File: config.mk
export PLATFORM = sky130hd
export DESIGN_NAME = psr_post
export DESIGN_NICKNAME = d
export VERILOG_FILES = /design/src/hw/rtl/polyphase_stereo_resampler_core_assert.svh /design/src/hw/rtl/psr_pkg.sv /design/src/hw/rtl/psr_post.sv
export SDC_FILE = /design/constraint.sdc
export NUM_CORES = 2
export LEC_CHECK = 0
export ABC_AREA = 1
export BUFFER_PORTS_ARGS = -buffer_cell sky130_fd_sc_hd__buf_2
export CORE_MARGIN = 3
export CORE_UTILIZATION = 30
export CTS_CLUSTER_SIZE = 40
export DETAILED_ROUTE_END_ITERATION = 8
export HOLD_SLACK_MARGIN = 0.08
export PLACE_DENSITY = 0.44
export SETUP_SLACK_MARGIN = 0.3
export SLEW_MARGIN = 5
export SYNTH_ARGS = -nofsm -noshare
export SYNTH_HDL_FRONTEND = slang
export SYNTH_SLANG_ARGS = --single-unit
File: constraint.sdc
create_clock -name clk -period 21.1 [get_ports clk]
set_input_delay 1.055 -clock clk [delete_from_list [all_inputs] [get_ports clk]]
set_output_delay 1.055 -clock clk [all_outputs]
set_load 0.01 [all_outputs]
File: src/hw/rtl/polyphase_stereo_resampler_core_assert.svh
// ---------------------------------------------------------------------------
// Resampler assertion macros
// Clocked implication checks for the core file, which includes them.
// ---------------------------------------------------------------------------
`ifndef POLYPHASE_STEREO_RESAMPLER_CORE_ASSERT_SVH
`define POLYPHASE_STEREO_RESAMPLER_CORE_ASSERT_SVH

// Implication checked on every clock edge outside reset.
`define PSR_ASSERT_IMPL(label, ante, cons) \
    label: assert property (@(posedge clk) disable iff (!rst_n) (ante) |-> (cons)) \
        else $error("assertion failed");

// Implication whose consequent is checked in the cycle after the antecedent.
`define PSR_ASSERT_NEXT(label, ante, cons) \
    label: assert property (@(posedge clk) disable iff (!rst_n) (ante) |=> (cons)) \
        else $error("assertion failed");

`endif

File: src/hw/rtl/psr_pkg.sv
// ---------------------------------------------------------------------------
// Resampler package
// Payload types, command and register codes, and default sizes.
// ---------------------------------------------------------------------------
`timescale 1ns / 1ps

package psr_pkg;

    localparam int TAPS_DEF           = 64;
    localparam int MAX_PHASE_BITS_DEF = 5;
    localparam int INTERP_WIDTH_DEF   = 12;
    localparam int BUFFER_FRAMES_DEF  = 4096;

    typedef enum logic [1:0] {
        CMD_LOAD_COEF = 2'd0,
        CMD_STORE_FRAME = 2'd1,
        CMD_COMPUTE = 2'd2,
        CMD_SET_POS = 2'd3
    } cmd_t;

    typedef enum logic [1:0] {
        REG_STEP = 2'd0,
        REG_PHASE_BITS = 2'd1,
        REG_LCG_MULT = 2'd2,
        REG_LCG_ADD = 2'd3
    } reg_idx_t;

    typedef struct packed {
        logic [1:0]          cmd;
        logic [11:0]         address;
        logic signed [23:0]  coefficient;
        logic signed [15:0]  left_in;
        logic signed [15:0]  right_in;
        logic signed [63:0]  position_value;
        logic [31:0]         dither_seed;
        logic [12:0]         in_length;
    } in_item_t;

    typedef struct packed {
        logic signed [15:0] left_out;
        logic signed [15:0] right_out;
    } out_item_t;

    // Tap request from the sequencer to the datapath.
    typedef struct packed {
        logic valid;
        logic in_range;
        logic first;
        logic last;
    } tap_ctl_t;

endpackage

File: src/hw/rtl/psr_post.sv
// ---------------------------------------------------------------------------
// Resampler output stage
// Rounds both sums, adds dither, steps the generator and saturates.
// ---------------------------------------------------------------------------
`timescale 1ns / 1ps

module psr_post
    import psr_pkg::*;
(
    input  logic               clk,
    input  logic               rst_n,
    input  logic               start,
    input  logic signed [55:0] acc_l,
    input  logic signed [55:0] acc_r,
    input  logic [31:0]        dither_in,
    input  logic [31:0]        lcg_mult,
    input  logic [31:0]        lcg_add,
    output logic               done,
    output out_item_t          result,
    output logic [31:0]        dither_out
);

    typedef enum logic [3:0] {
        P_IDLE = 4'b0001,
        P_MUL1 = 4'b0010,
        P_MUL2 = 4'b0100,
        P_DONE = 4'b1000
    } pstate_t;

    pstate_t state_reg, state_next;
    logic [31:0] d_reg, d_next;
    logic signed [49:0] zl_reg, zr_reg;
    logic signed [15:0] ol_reg, or_reg;

    logic signed [49:0] zl_d, zr_d;
    logic [31:0] lcg_val;

    function automatic logic signed [15:0] sat16(input logic signed [49:0] v);
        logic signed [34:0] s;
        begin
            s = 35'(v >>> 15);
            if (s > 35'sd32767)
                sat16 = 16'sh7fff;
            else if (s < -35'sd32768)
                sat16 = -16'sh8000;
            else
                sat16 = 16'(s);
        end
    endfunction

    assign lcg_val = d_reg * lcg_mult + lcg_add;
    assign zl_d = zl_reg + $signed({35'd0, d_reg[31:17]});
    assign zr_d = zr_reg + $signed({35'd0, d_reg[31:17]});

    always_comb
    begin
        state_next = state_reg;
        d_next = d_reg;
        case (state_reg)
            P_IDLE: if (start) begin state_next = P_MUL1; d_next = dither_in; end
            P_MUL1: begin state_next = P_MUL2; d_next = lcg_val; end
            P_MUL2: begin state_next = P_DONE; d_next = lcg_val; end
            P_DONE: state_next = P_IDLE;
            default: state_next = P_IDLE;
        endcase
    end

    always_ff @(posedge clk or negedge rst_n)
    begin
        if (!rst_n)
        begin
            state_reg <= P_IDLE;
            d_reg <= '0;
        end
        else
        begin
            state_reg <= state_next;
            d_reg <= d_next;
        end
    end

    always_ff @(posedge clk)
    begin
        if (state_reg == P_IDLE && start)
        begin
            zl_reg <= 50'((acc_l + 56'sd64) >>> 7);
            zr_reg <= 50'((acc_r + 56'sd64) >>> 7);
        end
        if (state_reg == P_MUL1)
            ol_reg <= sat16(zl_d);
        if (state_reg == P_MUL2)
            or_reg <= sat16(zr_d);
    end

    assign done = (state_reg == P_DONE);
    assign result.left_out = ol_reg;
    assign result.right_out = or_reg;
    assign dither_out = d_reg;

endmodule

# Word-level counts from Yosys, hierarchy flattened
# Index checks and enable logic that the tools add are counted.
# word_totals
out_inout_bits	65
elab_cells	31
input_bits	211
register_bits	166
# op_classes
n_reduce_logical	4
addsub	5
mux	6
n_mul	1
eq_ne	5
n_lt_le_gt_ge	4
# op_table
cell	count
$add 56x8->56 const B	2
$add 49x16->50	2
$gt 35x16->1 const B	2
$lt 35x16->1 const B	2
$pmux 32 s2	1
$add 32x32->32	1
$mul 32x32->32	1
$mux 16	2
$mux 32	1
$pmux 4 s3	1
$eq 4x1->1 const B	1
$eq 4x2->1 const B	1
$eq 4x3->1 const B	1
$eq 4x4->1 const B	1
$mux 4	1
$ne 2x2->1 const B	1
$reduce_and 2->1	1
$reduce_bool 2->1	1
$reduce_or 2->1	1
$logic_and 1x1->1	1

# Depth between registers and ports, before layout
# depth
depth_word	4
mapped_depth	36
depth_no_buf	34

# Worst setup path before layout
# OpenSTA, ideal clock, no wires.
# synth_path
kind	input-to-reg
start	input lcg_mult[3]
end	register d_reg[27], in the netlist dither_out[27]
required_ns	21.017
setup_slack_ns	13.504
path_buffers	2
t_arrival_ns	7.513
path_stages	28
path_cell_list	clkbuf_1 > buf_1 > nand2_1 > inv_1 > fa_1 > fa_1 > fa_1 > inv_1 > fa_1 > inv_1 > fa_1 > inv_1 > fa_1 > inv_1 > fa_1 > inv_1 > fa_1 > inv_1 > ha_1 > nand2_1 > nor4_1 > nand4_1 > nand3_1 > a21oi_1 > or2_2 > nand3_1 > o21ai_0 > o21ai_0
# synth_via
elab_chain_cells	3
# synth_rtl
element	line	rtl
from (decl)	psr_post.sv:16	input logic [31:0] lcg_mult,
$mul 32x32->32	psr_post.sv:51	assign lcg_val = d_reg * lcg_mult + lcg_add;
$add 32x32->32	psr_post.sv:51	
$pmux 32 s2	psr_post.sv:59	case (state_reg)
to (signal assigned)	psr_post.sv:78	d_reg <= d_next;
to (decl)	psr_post.sv:31	logic [31:0] d_reg, d_next;
# No other way between the ends.
# A chain may end at the register's enable or synchronous reset.

# Worst setup path after layout
# layout_path
start	input lcg_mult[3]
end	register d_reg[26], in the netlist dither_out[26]
# Same word-level chain as after synthesis.

==> flow_summary_export.csv <==
group,metric,value,unit
outcome,status,"finished clean",
sta,period_share,38.42,%
logic_synthesis,synth_top_area_share,28.76,%
floorplan,die-area,105500,sq um
place,finalWeightedCongestion,0.9026,
floorplan,die_w,324.8,um
drt,wl_per_cell,18.35,um
place,io_buffers,263,
logic_synthesis,syn_avg_cell_area,7.195,sq um
logic_synthesis,ys_warn_count,0,
worst_setup_path,cp_data_arrival_time,8510,ps
sta,fin_skew,11.16,ps
grt,grt_pass1_wl,165200,um
layout,multiInputGateArea,21020,sq um
layout,final_layout_size_suffix_gt1_share,8.867,%
floorplan,io_pins,276,
sta,tightestPinTransition,1021,ps
layout,fillers,11140,
drt,first_pass_iters,7,
place,dp_hpwl,86580,um
logic_synthesis,synth-edff-count,130,
worst_setup_path,path_class,"in -> reg",
min_path,hp-class,"reg -> reg",
grt,antenna_found_initial,19,
logic_synthesis,synth-async-reset-ratio,21.69,%
sta,period_needed,8107,ps
layout,syn_to_final_growth,10.85,%
worst_setup_path,slowest_delay,670,ps
worst_setup_path,start_kind,"primary input",
logic_synthesis,syn_inst,4237,
sta,setup_viol,0,
logic_synthesis,synth_top_flop_cell,"edfxtp_1",
cts,cts_root_buf,"clkbuf_16",
cts,cts_max_level,4,
cts,clk_latency,490,ps
grt,grt_pass1_vias,27100,
logic_synthesis,synth_seq_area_share,15.76,%
worst_setup_path,worstSetupEndpointType,"flip-flop",
cts,cts_tree,"yes",
floorplan,core-area,100400,sq um
logic_synthesis,synth_area_leaders,"fa_1 29%, nand2_1 16%, inv_1 13%",
worst_setup_path,critPathMaxFanout,30,
grt,grt_max_degree,58,
layout,final_nets,5222,
cts,cts.repair.resized,0,
floorplan,row_count,116,
drt,drtIter0Drc,1636,
cts,cts_setup_buffers,0,
cts,cts_max_path_buffers,2,
sta,rsz0062_at_grt,"no",
drt,drc,0,
sta,max_freq,123.4,MHz
cts,clk_pin_slew,80,ps
logic_synthesis,syn_nets,5040,
logic_synthesis,synth-seq-cells,166,
worst_setup_path,cpMaxStageDelayCell,"buf_2",
floorplan,initial_core_util,30.35,%
cts,cts.sinks,166,
sta,finalSetupTns,0,ps
run,maxCapViolCount,0,
grt,gr-total-overflow,0,
drt,via_per_inst,4.504,
logic_synthesis,yosysTopAreaCell,"fa_1",
drt,final_antenna_net_count,0,
floorplan,die_h,324.8,um
layout,seqCellArea,4807,sq um
sta,drv_slew,0,
drt,wl,106400,um
drt,dr_total_vias,26110,
logic_synthesis,ys_types,54,
sta,hold_viol_final,0,
cts,cts_made_buffers,17,
worst_setup_path,worstPathRequired,21510,ps
grt,gr-usage-all-layers,20.57,%
logic_synthesis,synth_area,30490,sq um
sta,max-slew-margin-rel,31.92,%
cts,cts-hold-fix-buffers,0,
==> layer usage <==
layer | share of wire, % | routed length (um) | track usage, %
met5 | 0.22 | 234 | 0.9964
met4 | 1.8 | 1883 | 4.261
met3 | 6.9 | 7299 | 4.327
met2 | 45 | 48110 | 33.23
met1 | 46 | 48870 | 28.34
==> critical path: cells and delay by family <==
kind | cells | cell delay [ps]
AOI/OAI and AO/OA | 4 | 520
adders and majority gates | 9 | 4490
buffers and inverters | 9 | 1220
and+or+nand+nor | 8 | 1170
==> layout by cell type, fill, tap and decap left out, types with 8 or more instances in the layout <==
cell / n
nand3_1: 160
a31oi_1: 8
nor4_1: 14
fa_1: 438
nor3_1: 51
dfrtp_1: 34
xor2_1: 73
nand3_2: 8
ha_1: 154
a21oi_1: 85
nand2_1: 1295
clkbuf_16: 17
nor2_2: 9
inv_1: 1092
xnor2_1: 54
nor3_2: 12
nand3b_1: 25
nand2_2: 10
buf_4: 26
o21ai_0: 62
edfxtp_1: 130
nand4_1: 57
buf_2: 263
diode_2: 8
o21bai_1: 12
nor2_1: 261
==> through the flow <==
step,hold WS [ps],cell area (sq um),util [%],cells,worst slack [ps]
detailed placement,471.4,33170,33.03,5757,12550
global route,510.5,33780,33.63,5791,12520
finish,487.0,33790,33.65,5797,12990
floorplan,477.5,30490,-,4237,13500
CTS,489.8,33770,33.63,5789,13050
global placement,466.5,33170,33.03,5757,12550
==> cell usage after synthesis (all sizes together), types with 2 or more instances <==
cell / n
or2: 8
a31oi: 8
a21oi: 85
nor3: 64
o21bai: 13
a21boi: 3
nor2: 271
ha: 154
xor2: 73
xnor2: 54
nand4: 58
o21ai: 64
and3: 3
o221ai: 3
nand2: 1309
inv: 1098
nor4: 17
nor3b: 2
and2: 2
nand3: 169
clkinv: 3
edfxtp: 130
buf: 24
fa: 438
dfrtp: 35
a21o: 6
o211ai: 7
nand3b: 25
clkbuf: 102
o21a: 4
==> logic make-up (layout without fill, tap and decap cells) <==
kind of cell,Yosys count,count (layout),share of synthesized area [%]
fa+ha+maj,592,592,35.08
buf+inv,1227,1422,15.32
simple gates,1929,1929,26.54
flops,166,166,15.76
xor+xnor,127,127,3.649
compound gates,196,196,3.645
other cells,0,8,0
==> path summary, 6_finish.rpt <==
check,to,start,depth (start not counted),slack [ps]
max,dither_out[26],lcg_mult[3],30,12990
min,dither_out[14],dither_out[14],2,490
max reg2reg,dither_out[26],dither_out[8],30,13140
min reg2reg,dither_out[14],dither_out[14],2,490
max in group asynchronous,dither_out[4],rst_n,1,19750
min in group asynchronous,state_reg[3],rst_n,1,700
==> area by class of cell <==
cell class / instances / share of cell area (%)
multi-input cells: 2844 / 62.20
flip-flops and latches: 166 / 14.22
inverters: 1101 / 12.24
well taps: 1357 / 5.024
repair buffers: 289 / 4.473
clock buffers: 17 / 1.259
clock inverters: 15 / 0.5183
diodes: 8 / 0.05924
Power is not shown: default switching activity piles up to over one toggle a cycle in this logic, so the estimate is an artifact.
