<file path="src/hw/rtl/polyphase_stereo_resampler_core_assert.svh">
// ---------------------------------------------------------------------------
// Resampler assertion macros
// Clocked implication checks for the core file, which includes them.
// ---------------------------------------------------------------------------
`ifndef POLYPHASE_STEREO_RESAMPLER_CORE_ASSERT_SVH
`define POLYPHASE_STEREO_RESAMPLER_CORE_ASSERT_SVH

// Implication checked on every clock edge outside reset.
`define PSR_ASSERT_IMPL(label, ante, cons) \
    label: assert property (@(posedge clk) disable iff (!rst_n) (ante) |-> (cons)) \
        else $error("assertion failed");

// Implication whose consequent is checked in the cycle after the antecedent.
`define PSR_ASSERT_NEXT(label, ante, cons) \
    label: assert property (@(posedge clk) disable iff (!rst_n) (ante) |=> (cons)) \
        else $error("assertion failed");

`endif

</file>
<file path="src/hw/rtl/psr_pkg.sv">
// ---------------------------------------------------------------------------
// Resampler package
// Payload types, command and register codes, and default sizes.
// ---------------------------------------------------------------------------
`timescale 1ns / 1ps

package psr_pkg;

    localparam int TAPS_DEF           = 64;
    localparam int MAX_PHASE_BITS_DEF = 5;
    localparam int INTERP_WIDTH_DEF   = 12;
    localparam int BUFFER_FRAMES_DEF  = 4096;

    typedef enum logic [1:0] {
        CMD_LOAD_COEF = 2'd0,
        CMD_STORE_FRAME = 2'd1,
        CMD_COMPUTE = 2'd2,
        CMD_SET_POS = 2'd3
    } cmd_t;

    typedef enum logic [1:0] {
        REG_STEP = 2'd0,
        REG_PHASE_BITS = 2'd1,
        REG_LCG_MULT = 2'd2,
        REG_LCG_ADD = 2'd3
    } reg_idx_t;

    typedef struct packed {
        logic [1:0]          cmd;
        logic [11:0]         address;
        logic signed [23:0]  coefficient;
        logic signed [15:0]  left_in;
        logic signed [15:0]  right_in;
        logic signed [63:0]  position_value;
        logic [31:0]         dither_seed;
        logic [12:0]         in_length;
    } in_item_t;

    typedef struct packed {
        logic signed [15:0] left_out;
        logic signed [15:0] right_out;
    } out_item_t;

    // Tap request from the sequencer to the datapath.
    typedef struct packed {
        logic valid;
        logic in_range;
        logic first;
        logic last;
    } tap_ctl_t;

endpackage

</file>
<file path="src/hw/rtl/psr_mac.sv">
// ---------------------------------------------------------------------------
// Resampler tap datapath
// Blends two coefficients, multiplies by both channels and accumulates.
// ---------------------------------------------------------------------------
`timescale 1ns / 1ps

module psr_mac
    import psr_pkg::*;
#(
    parameter int INTERP_WIDTH = INTERP_WIDTH_DEF
) (
    input  logic                    clk,
    input  logic                    rst_n,
    input  tap_ctl_t                ctl,
    input  logic signed [23:0]      c0,
    input  logic signed [23:0]      c1,
    input  logic [31:0]             frame,
    input  logic [INTERP_WIDTH-1:0] w1,
    output logic                    done,
    output logic signed [55:0]      acc_l,
    output logic signed [55:0]      acc_r
);

    localparam int BW = 24 + INTERP_WIDTH + 2;

    tap_ctl_t ctl_reg;
    logic signed [BW-1:0] prod0_reg, prod1_reg;
    logic [31:0] frame_reg;
    tap_ctl_t ctl2_reg;
    logic signed [25:0] blend_reg;
    logic [31:0] frame2_reg;
    tap_ctl_t ctl3_reg;
    logic signed [41:0] pl_reg, pr_reg;
    logic signed [55:0] acc_l_reg, acc_r_reg;
    logic done_reg;

    logic signed [INTERP_WIDTH+1:0] w0_s, w1_s;
    logic signed [BW-1:0] bsum;

    assign w1_s = $signed({2'b00, w1});
    assign w0_s = $signed((INTERP_WIDTH+2)'(1) <<< INTERP_WIDTH) - w1_s;
    assign bsum = prod0_reg + prod1_reg + $signed(BW'(1) << (INTERP_WIDTH - 1));

    always_ff @(posedge clk or negedge rst_n)
    begin
        if (!rst_n)
        begin
            ctl_reg  <= '0;
            ctl2_reg <= '0;
            ctl3_reg <= '0;
            done_reg <= 1'b0;
            acc_l_reg <= '0;
            acc_r_reg <= '0;
        end
        else
        begin
            ctl_reg  <= ctl;
            ctl2_reg <= ctl_reg;
            ctl3_reg <= ctl2_reg;
            done_reg <= ctl3_reg.valid && ctl3_reg.last;
            if (ctl3_reg.valid)
            begin
                acc_l_reg <= (ctl3_reg.first ? 56'sd0 : acc_l_reg)
                    + (ctl3_reg.in_range ? 56'(pl_reg) : 56'sd0);
                acc_r_reg <= (ctl3_reg.first ? 56'sd0 : acc_r_reg)
                    + (ctl3_reg.in_range ? 56'(pr_reg) : 56'sd0);
            end
        end
    end

    always_ff @(posedge clk)
    begin
        prod0_reg  <= BW'(c0 * w0_s);
        prod1_reg  <= BW'(c1 * w1_s);
        frame_reg  <= frame;
        blend_reg  <= 26'(bsum >>> INTERP_WIDTH);
        frame2_reg <= frame_reg;
        pl_reg     <= 42'($signed(frame2_reg[15:0]) * blend_reg);
        pr_reg     <= 42'($signed(frame2_reg[31:16]) * blend_reg);
    end

    assign done  = done_reg;
    assign acc_l = acc_l_reg;
    assign acc_r = acc_r_reg;

endmodule

</file>
<file path="config.mk">
export PLATFORM = sky130hd
export DESIGN_NAME = psr_mac
export DESIGN_NICKNAME = d
export VERILOG_FILES = /design/src/hw/rtl/polyphase_stereo_resampler_core_assert.svh /design/src/hw/rtl/psr_pkg.sv /design/src/hw/rtl/psr_mac.sv
export SDC_FILE = /design/constraint.sdc
export NUM_CORES = 2
export LEC_CHECK = 0
export ABC_AREA = 1
export BUFFER_PORTS_ARGS = -buffer_cell sky130_fd_sc_hd__buf_2
export CAP_MARGIN = 20
export CORE_MARGIN = 2
export CORE_UTILIZATION = 70
export CTS_CLUSTER_DIAMETER = 80
export DETAILED_ROUTE_END_ITERATION = 12
export PLACE_DENSITY = 0.88
export SYNTH_ARGS = -nofsm -noshare
export SYNTH_HDL_FRONTEND = slang
export SYNTH_SLANG_ARGS = --single-unit
</file>
<file path="constraint.sdc">
create_clock -name clk -period 9.6 [get_ports clk]
set_input_delay 0 -clock clk [delete_from_list [all_inputs] [get_ports clk]]
set_output_delay 0 -clock clk [all_outputs]
set_load 0.1 [all_outputs]
</file>
After elaboration in Yosys (flattened, before gate mapping)
Index checks and enable logic that the tools add are counted.

Logic and storage cells: 36. Output and inout bits: 113. Input bits: 98. Bits in registers: 374.

Multipliers: 4. Multiplexer cells: 4. Reductions and logical operators: 1. $add $sub $neg: 5.

Operators by type and width (number): 2-to-1 mux 56 bit (4); adder 56 bit (2); multiplier 16 x 26 -> 42 bit (2); adder 38 x 13 -> 38 bit, second input constant (1); adder 38 x 37 -> 38 bit (1); multiplier 24 x 14 -> 38 bit (1); multiplier 24 x 13 -> 37 bit (1); subtractor 13 x 12 -> 14 bit, first input constant (1); logical AND 1 bit (1).

Depth between registers and ports, before layout
Depth after elaboration: 2. Mapped depth: 35. Gate-level depth less buffers: 32.

Worst setup path after synthesis
Ideal clock, no wire load.

Kind: input-to-reg. From: in w1[0]. To: reg prod0_reg[37]. Setup slack: 3.248 ns. Required time: 9.486 ns. Cell stages on the path: 28. Setup time: 0.114 ns. Arrival: 6.238 ns. Buffers on the path: 3. Path through: clkbuf_1 buf_1 inv_1 ha_1 xnor2_1 clkbuf_1 nand2_1 fa_1 inv_1 fa_1 inv_1 fa_1 inv_1 fa_1 fa_1 inv_1 fa_1 inv_1 ha_1 nand2_1 nor2_1 inv_1 nor2_1 inv_1 nor3_1 nand4_1 nand4_1 nand2_1.

Cells in the longest elaborated chain, start to end: 2.

RTL lines: start: declaration (line psr_mac.sv:18) `input logic [INTERP_WIDTH-1:0] w1,`; subtractor 13 x 12 -> 14 bit (line psr_mac.sv:41) `assign w0_s = $signed((INTERP_WIDTH+2)'(1) <<< INTERP_WIDTH) - w1_s;`; multiplier 24 x 14 -> 38 bit (line psr_mac.sv:73) `prod0_reg <= BW'(c0 * w0_s);`; end signal: assignment (line psr_mac.sv:73); end: declaration (line psr_mac.sv:27) `logic signed [BW-1:0] prod0_reg, prod1_reg;`.

No other way between the ends. A chain may end at the register's enable or synchronous reset.

Worst setup path in the final report
From: in w1[0]. To: reg prod0_reg[32].

Same word-level chain as after synthesis.

==> results_dict.tcl <==
set metrics [dict create \
    status "finished, final reports clean" \
    worstSetupPathType "in -> reg" \
    end_kind "register" \
    cts_resized 0 \
    core_um2 110700 \
    multi_input_area_um2 57000 \
    drtIter0Drc 7511 \
    regArea_um2 8125 \
    cts_inserted_buffers 49 \
    antenna_left 0 \
    synth_area_leader_cell "fa_1" \
    hpwlAfterDp_um 199800 \
    start_util_pct 70.59 \
    nFillCells 8184 \
    grt_max_degree 92 \
    detail_route.first_pass.iterations 8 \
    rows 122 \
    holdWs_ns 0.06571 \
    drive_above_1_share_pct 3.771 \
    ys_async_sr_fraction_pct 33.42 \
    syn_area_um2 78130 \
    gr-total-overflow 0 \
    worst_slew_pin_slew_ns 1.129 \
    r2r_slack_ns 2.76 \
    wl_per_cell_um 20.25 \
    finalWeightedCongestion 1.046 \
    die_y_um 338.1 \
    synthCells 11025 \
    crit_arrival_ns 7.59 \
    clkTransAtPathRegs_ns 0.07 \
    cap_violations 0 \
    synth_common_cells "nand2_1 (3184), inv_1 (3121), fa_1 (1354)" \
    cts.sink_count 374 \
    fmax_mhz 143.0 \
    ys_top_cells_by_area "fa_1 (35%), nand2_1 (15%), inv_1 (15%), ha_1 (9.0%), dfxtp_1 (6.4%)" \
    relSlewSlack_pct 24.76 \
    yosys_warnings 0 \
    drc_errors 0 \
    nets 13110 \
    yosys.cell_types.count 47 \
    cts_max_level 2 \
    ys.flop_type "dfxtp_1" \
    synth-seq-cells 374 \
    yosysMostFrequentCell "nand2_1" \
    placed_area_um2 80220 \
    hp-class "in -> reg" \
    pre_cts_ws_ns 2.295 \
    antenna_found_initial 7 \
    yosys.area.top_type_share_pct 34.70 \
    die_x_um 338.1 \
    die_area_um2 114300 \
    root_buffer "clkbuf_16" \
    wirelength_um 255700 \
    clk_latency_ns 0.71 \
    period_needed_ns 6.993 \
    syn_area_per_cell_um2 7.086 \
    grt_pass1_vias 76026 \
    cts_tree "built" \
    portBuffers 210 \
    ys_seq_area_share_pct 10.38 \
    grt_use_total_pct 45.52 \
    routed_via_density 5.687 \
    postCtsSetupBuffers 0 \
    finalSetupTns_ns 0 \
    setup_viol 0 \
    timing.final.crit_share_pct 72.84 \
    clockBufferDepth 3 \
    ioPinCount 211 \
    path_max_fanout 30 \
    hold_violations 0 \
    rsz0062_at_grt "no" \
    synth_nets 13036 \
    final_max_slew_viol_count 0 \
    worst_setup_path_start_kind "input pin" \
    stdcell_area_um2 82790 \
    vias 71815 \
    synth_edf_count 0 \
    finalClockSkew_ns 0.05508 \
    critPathRequiredTime_ns 10.20 \
    areaGrowthSynthToFinish_pct 5.969 \
    timing.final.ws_setup_ns 2.607 \
    grt_first_pass_wirelength_um 398200 \
]
per-stage QoR:
stage               std cells  util [%]
global route            12628     74.81
CTS                     12625     74.76
finish                  12628     74.81
global placement        12456     72.48
floorplan               11025         -
detailed placement      12456     72.48
kinds of logic (layout without fill, tap and decap cells):
kind of cell	after synthesis	in the layout	synth area share, %
AO/OA/AOI/OAI	650	650	4.473
XOR/XNOR	193	193	2.164
adder cells (fa/ha/maj)	1913	1913	43.65
buffers and inverters	3451	3565	16.66
flip-flops	374	374	10.38
other	0	1	0
AND/OR/NAND/NOR	4444	4444	22.67
cells in the final DEF, fill, tap and decap left out, types with 4 or more instances in the layout:
cell / Yosys / layout
o21a_1: 6 / 6
nand4_1: 71 / 71
ha_1: 559 / 559
o211ai_1: 5 / 5
clkbuf_16: 0 / 51
nor2_4: 21 / 21
buf_4: 0 / 61
a21o_1: 27 / 27
nand3_1: 320 / 320
a31oi_1: 23 / 23
and2_1: 12 / 12
dfrtp_1: 125 / 122
or2_2: 25 / 25
a21oi_1: 308 / 308
buf_2: 15 / 209
o21bai_1: 26 / 26
dfxtp_1: 249 / 246
o22ai_1: 5 / 5
xor2_1: 135 / 135
clkbuf_1: 281 / 8
nand3b_1: 16 / 16
fa_1: 1354 / 1354
dlygate4sd3_1: 0 / 77
xnor2_1: 58 / 58
nand2_1: 3184 / 3184
inv_1: 3121 / 3121
nor3_1: 63 / 63
clkinv_4: 0 / 5
nor4_1: 7 / 7
clkinv_2: 0 / 6
nor2_1: 714 / 714
a21boi_0: 5 / 5
inv_8: 0 / 4
o21ai_0: 238 / 238
area by class of cell:
| class | instances | share of cell area [%] |
|---|---|---|
| inverters | 3124 | 14.16 |
| flip-flops and latches | 374 | 9.814 |
| repair buffers | 350 | 2.847 |
| multi-input cells | 7200 | 68.85 |
| well taps | 1488 | 2.249 |
| diodes | 1 | 0.003023 |
| clock buffers | 62 | 1.628 |
| clock inverters | 29 | 0.4458 |
worst max-delay path, cell delays in order:
cell and delay (ns):
buf_2 0.41, buf_4 0.45, nor3_4 0.07, nand2_1 0.11, nand2_1 0.37, inv_1 0.59, nand2_1 0.17, fa_1 0.65
fa_1 0.80, inv_1 0.16, fa_1 0.48, ha_1 0.31, inv_1 0.06, fa_1 0.50, inv_1 0.06, fa_1 0.47
ha_1 0.41, nand2_1 0.13, nor2_1 0.27, nand2_1 0.09, o21ai_0 0.49, nand3_1 0.15, nand2_1 0.14, xor2_1 0.16
per-layer routing:
layer  vias up  global-route usage (%)  share of wire [%]
li1      31831                       -                  -
met1     33727                   51.22                 34
met2      4587                   74.19                 46
met3      1659                   11.80                 11
met4        11                   35.18                9.5
met5         -                       0              0.036
path summary, 6_finish.rpt:
path / to / startpoint / depth (start not counted)
max: prod0_reg[32]$_DFF_P_ / w1[0] / 24
min: prod0_reg[2]$_DFF_P_ / c0[2] / 5
max reg2reg: pr_reg[40]$_DFF_P_ / blend_reg[25]$_DFF_P_ / 21
min reg2reg: frame2_reg[16]$_DFF_P_ / frame_reg[16]$_DFF_P_ / 0
max in group asynchronous: ctl3_reg[1]$_DFF_PN0_ / rst_n / 4
min in group asynchronous: acc_l[40]$_DFFE_PN0P_ / rst_n / 3
what timing repair did:
item                                    CTS  global route
hold buffers                             78             0
hold endpoints to repair                 96             0
endpoints found under the setup margin    0             0
Power is not shown: default switching activity piles up to over one toggle a cycle in this logic, so the estimate is an artifact.
